==> config.mk <==
export PLATFORM = sky130hd
export DESIGN_NAME = tcr_root_cell
export DESIGN_NICKNAME = d
export VERILOG_FILES = /design/src/rtl/tcr_root_cell.sv
export SDC_FILE = /design/constraint.sdc
export NUM_CORES = 1
export LEC_CHECK = 0
export BUFFER_PORTS_ARGS = -buffer_cell sky130_fd_sc_hd__clkbuf_2
export CAP_MARGIN = 30
export CORE_AREA = 2 2 129 131
export DETAILED_ROUTE_END_ITERATION = 6
export DIE_AREA = 0 0 131 133
export PLACE_DENSITY = 0.64
export SETUP_SLACK_MARGIN = 0.2
export SLEW_MARGIN = 20
export SYNTH_ARGS = -nofsm -noshare
export SYNTH_HDL_FRONTEND = slang
export SYNTH_SLANG_ARGS = --single-unit
export TNS_END_PERCENT = 5
==> constraint.sdc <==
create_clock -name clk -period 0.8 [get_ports clk]
set_clock_uncertainty 0.05 [all_clocks]
set_input_delay 0.08 -clock clk [delete_from_list [all_inputs] [get_ports clk]]
set_output_delay 0.08 -clock clk [all_outputs]
set_load 0.05 [all_outputs]
==> src/rtl/tcr_root_cell.sv <==
// One digit cell of the pipelined integer square-root chain.
`default_nettype none
module tcr_root_cell #(
	parameter int RN  = 17,
	parameter int PLW = 96
) (
	input  wire logic            clk,
	input  wire logic            arst_n,
	input  wire logic            v_i,
	input  wire logic [2*RN-1:0] rad_i,
	input  wire logic [RN+1:0]   rem_i,
	input  wire logic [RN-1:0]   root_i,
	input  wire logic [PLW-1:0]  pl_i,
	output logic                 v_o,
	output logic      [2*RN-1:0] rad_o,
	output logic      [RN+1:0]   rem_o,
	output logic      [RN-1:0]   root_o,
	output logic      [PLW-1:0]  pl_o
);

	logic [RN+3:0] tmp;
	logic [RN+3:0] trial;
	logic [RN+3:0] diff;
	logic          ge;
	logic [RN:0]   root_sh;

	// bring down two radicand bits and try the next root bit
	always_comb begin
		tmp     = {rem_i, rad_i[2*RN-1 -: 2]};
		trial   = {2'b00, root_i, 2'b01};
		ge      = (tmp >= trial);
		diff    = ge ? (tmp - trial) : tmp;
		root_sh = {root_i, ge};
	end

	always_ff @(posedge clk or negedge arst_n) begin
		if (!arst_n) begin
			v_o <= 1'b0;
		end else begin
			v_o <= v_i;
		end
	end

	always_ff @(posedge clk) begin
		rad_o  <= rad_i << 2;
		rem_o  <= diff[RN+1:0];
		root_o <= root_sh[RN-1:0];
		pl_o   <= pl_i;
	end

endmodule
`default_nettype wire

==> results of run 1 <==
==> stage by stage <==
stage	hold WS, ns	area [µm²]
after global placement	-0.1867	7203
after detailed placement	-0.1892	7203
after global routing	-0.1666	12240
after CTS	-0.2773	11940
after floorplan	-0.2656	4810
final	-0.1611	12250
==> cells by family (layout without fill, tap and decap cells) <==
kind of cell | Yosys count | in the layout | synth area share (%)
mux | 19 | 19 | 5.551
xor+xnor | 15 | 15 | 2.789
buf+inv | 38 | 602 | 3.931
flops | 165 | 165 | 70.23
simple gates | 46 | 46 | 5.020
other cells | 1 | 6 | 0.07960
fa+ha+maj | 19 | 19 | 5.047
compound gates | 55 | 55 | 7.358
==> flip-flops by register name, indices dropped and copies added (netlist names) <==
| name | flops |
|---|---|
| pl_o | 96 |
| rad_o | 32 |
| rem_o | 19 |
| root_o | 17 |
| v_o | 1 |
==> worst paths after layout <==
path / depth (start not counted) / start / slack, ns / end
setup / recovery: 10 / root_i[11] / -0.87 / rem_o[4]
hold / removal: 2 / rem_i[14] / -0.16 / rem_o[16]
max in group asynchronous: 2 / arst_n / 0.66 / v_o
min in group asynchronous: 2 / arst_n / -0.05 / v_o
==> critical path, stage by stage <==
cell,delay (ns)
buf_8,0.08
inv_4,0.03
ha_4,0.28
and4_4,0.22
nand3_2,0.08
or4_4,0.50
nand3_4,0.10
a21oi_4,0.05
buf_6,0.17
mux2_4,0.31
==> power by group through the flow <==
stage / sequential [mW] / combinational, mW / clock [mW]
finish: 9.45 / 7.66 / 8.35
global route: 9.49 / 7.90 / 8.80
CTS: 9.31 / 7.19 / 8.29
detailed placement: 9.20 / 4.92 / 0
global placement: 9.19 / 4.89 / 0
floorplan: 11.3 / 1.09 / 0
==> metal layers <==
metal | vias up | part of all wire, % | global-route usage, %
met5 | - | 0.052 | 0
met4 | 2 | 5.5 | 15.25
met3 | 87 | 7.3 | 9.462
met2 | 250 | 52 | 49.05
met1 | 2383 | 35 | 26.61
li1 | 2311 | - | -
==> Yosys cell counts, types with 2 or more instances <==
cell / instances
a211oi_1: 2
a21oi_1: 20
a31oi_1: 3
buf_4: 4
buf_6: 3
clkbuf_2: 3
dfxtp_1: 164
ha_1: 19
inv_1: 27
mux2_4: 14
mux2i_1: 4
nand2_1: 14
nand2b_1: 3
nand3_1: 3
nand4_1: 5
nor2_1: 9
nor2b_1: 2
nor3_1: 3
o2111ai_1: 3
o211ai_1: 3
o21a_1: 4
o21ai_0: 9
o21ai_1: 2
o311ai_0: 2
xnor2_1: 8
xor2_1: 7
==> area by class of cell <==
type                            count  share of cell area [%]
Antenna cell                        4                 0.08170
Tap cell                          220                   2.247
Clock buffer                       18                   3.503
Clock inverter                     14                   1.328
Timing Repair Buffer              543                   51.32
Sequential cell                   165                   28.73
Multi-Input combinational cell    156                   11.79
Inverter                           27                   1.011
==> timing repair <==
action                                  in CTS  in global routing
resized for setup                          563                127
pin swaps                                    2                  9
hold buffers                               147                  1
endpoints found under the hold margin      165                 15
setup buffers                                5                  0
endpoints found under the setup margin     185                185
==> layout by cell type (no fill, tap or decap), types with 4 or more instances in the layout <==
master         Yosys  final
clkbuf_2           3    161
dfxtp_2            0    160
dlygate4sd3_1      0    148
clkbuf_16          0    107
buf_8              0     68
buf_4              4     56
inv_1             27     19
a21oi_1           20     19
nand2_1           14     14
mux2_4            14     14
ha_4               0     14
buf_6              3     10
buf_12             0      9
nor2_1             9      8
xor2_1             7      7
xnor2_1            8      7
o21ai_1            2      6
nand4_1            5      5
ha_1              19      5
diode_2            0      4
inv_2              0      4
inv_6              0      4
o21a_1             4      4
mux2i_1            4      4
o21ai_0            9      4
inv_8              0      4
==> metrics.cfg, run 1 <==
[run_status]
status=finished with violations
violations=negative hold slack, negative setup slack

[synth]
yosys-top-cells-area=dfxtp_1, ha_1, mux2_4
yosysSeqAreaShare_pct=70.23
synth_top_area_share_pct=69.69
synth_top_cell_by_area=dfxtp_1
synth_cells=358
synth_enable_flop_cells=0
synthArstFlopShare_pct=0.6061
ys_types=44
synth_flop_cell=dfxtp_1
netlist_area_um2=4711
ys_seq_elements=165
syn_area_per_cell_um2=13.16
yosys_warnings=0

[setup_path]
required_ns=1.05
cp.arrival_ns=1.92
cp-start-kind=input port
worstSetupEndpointType=register
path_max_fanout=7
critPathKind=in2reg

[power_and_ir_drop]
peakVddDrop_uv=1709
p_seq_share_pct=37.1
netSwitchingFraction_pct=31.88
power_density_nw_per_um2=2077
switching_power_mw=8.114
power_frac_comb_pct=30.1
p_clk_share_pct=32.8
power.leakage_nw=5.642
p_total_mw=25.45
internal-power_mw=17.34

[drt]
drt_wl_total_um=25080
viasPerCell=4.388
ant_nets=0
drc_errors=0
wl_per_cell_um=21.86
first_iter_violations=208
first_pass_iters=4
vias=5033

[sta]
fin_crit_sh_pct=208.4
rsz0062_at_grt=yes
holdWs_ns=-0.1611
fmax_mhz=599.8
tns_ns=-57.49
fin_ws_ns=-0.8674
drv_slew=0
hold_viol_final=16
setup_viol=185
min_period_ns=1.667

[run]
cap_violations=0

[die]
core_um2=16170
std_cell_rows=47
die_h_um=133
initial_core_util_pct=29.13
fp.dieW_um=131
io-pin-count=336
dieArea_um2=17420

[place]
portBuffers=333
dpl_worst_slack_ns=-1.306
gp_congestion=0.8396
dp_hpwl_um=12980
place_inst=958

[grt]
grt.overflow.total=0
track_usage_pct=27.22
grt_start_max_net_pins=18
antenna_found_initial=4
first_global_vias=5473
grt_pass1_wl_um=33970

[cells_and_area]
seq_area_um2=3520
multi_input_area_um2=1444
final_cells=1147
final_util_pct=75.76
num-fill-cells=894
fin_nets=1098
area_growth_pct=160.1
layout-drive-gt1-share_pct=69.23

[cts]
cts_num_sinks=165
clk_path_buf_depth=2
numCtsBuffers=17
root_buffer=clkbuf_16
cts_tree=done
cts.clk_slew.worst_paths_ns=0.07
htreeDepth=4

[worst_hold_path]
hold_class=in2reg

(Power assumes the default switching activity.)
==> inputs of run 2 (changes only) <==
--- a/config.mk
+++ b/config.mk
@@ -11,7 +11,6 @@
 export DETAILED_ROUTE_END_ITERATION = 6
 export DIE_AREA = 0 0 131 133
 export PLACE_DENSITY = 0.64
-export SETUP_SLACK_MARGIN = 0.2
 export SLEW_MARGIN = 20
 export SYNTH_ARGS = -nofsm -noshare
 export SYNTH_HDL_FRONTEND = slang
==> metrics.cfg, run 2 (synthesis results as in run 1) <==
[place]
gp_congestion=0.8396  ; unchanged
portBuffers=333  ; unchanged
dp_hpwl_um=12980  ; unchanged
place_inst=958  ; unchanged

[sta]
min_period_ns=1.617  ; was 1.667 ns
drv_slew=0  ; unchanged
holdWs_ns=-0.04201  ; was -0.1611 ns
fin_crit_sh_pct=202.2  ; was 208.4%
fmax_mhz=618.3  ; was 599.8 MHz
rsz0062_at_grt=yes  ; unchanged
setup_viol=185  ; unchanged
hold_viol_final=3  ; was 16
tns_ns=-56.30  ; was -57.49 ns
fin_ws_ns=-0.8173  ; was -0.8674 ns

[cells_and_area]
largest-register=pl_o  ; unchanged
largest_register_ffs=96  ; unchanged
multi_input_area_um2=1456  ; was 1444 µm²
layout-drive-gt1-share_pct=68.62  ; was 69.23%
final_common_cell=dlygate4sd3_1  ; was clkbuf_2
seq_area_um2=3518  ; was 3520 µm²
area_growth_pct=163.3  ; was 160.1%
fin_nets=1112  ; was 1098
layout_common_cells=dlygate4sd3_1, dfxtp_2, clkbuf_2, clkbuf_16, buf_8  ; was clkbuf_2, dfxtp_2, dlygate4sd3_1, clkbuf_16, buf_8
num-fill-cells=868  ; was 894
reg_top3=pl_o (96), rad_o (32), rem_o (19)  ; unchanged
final_util_pct=76.70  ; was 75.76%
final_cells=1160  ; was 1147

[grt]
track_usage_pct=27.26  ; was 27.22%
grt_pass1_wl_um=34270  ; was 33970 µm
grt.overflow.total=0  ; unchanged
first_global_vias=5574  ; was 5473
antenna_found_initial=5  ; was 4
grt_start_max_net_pins=18  ; unchanged
met2_usage_pct=48.19  ; was 49.05%
met1_usage_pct=26.69  ; was 26.61%
top_usage_layer=met2  ; unchanged
use_met3_pct=9.543  ; was 9.462%

[drt]
drc_errors=0  ; unchanged
first_pass_iters=4  ; unchanged
viasPerCell=4.378  ; was 4.388
first_iter_violations=230  ; was 208
drt_wl_total_um=25370  ; was 25080 µm
vias=5078  ; was 5033
ant_nets=0  ; unchanged
wl_per_cell_um=21.87  ; was 21.86 µm

[die]
std_cell_rows=47  ; unchanged
die_h_um=133  ; unchanged
core_um2=16170  ; unchanged
initial_core_util_pct=29.13  ; unchanged
dieArea_um2=17420  ; unchanged
fp.dieW_um=131  ; unchanged
io-pin-count=336  ; unchanged

[run]
cap_violations=0  ; unchanged

[setup_path]
cp-start-kind=input port  ; unchanged
critPathKind=in2reg  ; unchanged
path_max_fanout=7  ; unchanged
cp.arrival_ns=1.87  ; was 1.92 ns
worstSetupEndpointType=register  ; unchanged
required_ns=1.05  ; about the same

[cts]
cts.clk_slew.worst_paths_ns=0.07  ; about the same
clk_path_buf_depth=2  ; unchanged
cts_tree=done  ; unchanged
cts_num_sinks=165  ; unchanged
htreeDepth=4  ; unchanged
numCtsBuffers=17  ; unchanged
root_buffer=clkbuf_16  ; unchanged

[run_status]
status=finished with violations  ; unchanged
violations=negative hold slack, negative setup slack  ; unchanged

[power_and_ir_drop]
power.leakage_nw=5.698  ; was 5.642 nW
power_density_nw_per_um2=2056  ; was 2077 nW/µm²
peakVddDrop_uv=1912  ; was 1709 µV

[worst_hold_path]
hold_class=in2reg  ; unchanged

[run 2: cell types whose count changed in the layout (fill, tap and decap cells not counted), sizes merged]
cell,change
dlygate4sd3,+13
clkbuf,-3
buf,+4
diode,-1
[run 2: cell type report]
type / instances / area share (%)
repair buffers: 557 / 51.84
diodes: 3 / 0.06053
well taps: 220 / 2.219
clock inverters: 14 / 1.311
clock buffers: 18 / 3.460
flip-flops and latches: 165 / 28.37
inverters: 27 / 0.9987
multi-input cells: 156 / 11.74
[run 2: path summary, 6_finish.rpt]
path	start	endpoint	slack (ns)	depth (start not counted)
worst max-delay path	root_i[3]	rem_o[8]	-0.82	9
worst min-delay path	rem_i[0]	rem_o[2]	-0.04	3
max in group asynchronous	arst_n	v_o	0.05	3
min in group asynchronous	arst_n	v_o	0.52	3
[run 2: worst max-delay path, cell delays in order]
cell      delay [ns]
clkbuf_2        0.10
inv_1           0.09
ha_4            0.32
nand4_1         0.10
or4_4           0.54
nand3_4         0.11
a21oi_4         0.05
buf_6           0.17
mux2_4          0.30
[run 2: stage by stage]
stage | hold WS, ns | instance area [µm²] | setup WS, ns | power [mW]
finish | -0.04201 | 12400 | -0.8173 | 25.50
global route | -0.04805 | 12400 | -0.8394 | 26.29
CTS | -0.2773 | 12070 | -0.8006 | 24.83
detailed placement | -0.1892 | 7203 | -1.306 | 14.12
global placement | -0.1867 | 7203 | -1.258 | 14.08
floorplan | -0.2656 | 4810 | -1.147 | 12.40
[run 2: power breakdown]
| part | leakage (nW) | internal (mW) | switching (mW) | total (mW) |
|---|---|---|---|---|
| Clock | 0.285 | 4.46 | 3.87 | 8.33 |
| Sequential | 1.40 | 8.95 | 0.492 | 9.44 |
| Combinational | 4.02 | 3.99 | 3.74 | 7.73 |
[run 2: what timing repair did]
| action | CTS | global route |
|---|---|---|
| gates resized for setup | 563 | 134 |
| hold endpoints to repair | 165 | 3 |
| hold buffers | 160 | 1 |
| pin swaps | 2 | 11 |
| buffers inserted | 5 | 1 |
| endpoints found under the setup margin | 185 | 185 |
[run 2: layer usage]
layer | share of wire (%) | wire [µm]
met5 | 0.091 | 23
met4 | 6.8 | 1727
met3 | 8.1 | 2058
met2 | 51 | 13010
met1 | 34 | 8551
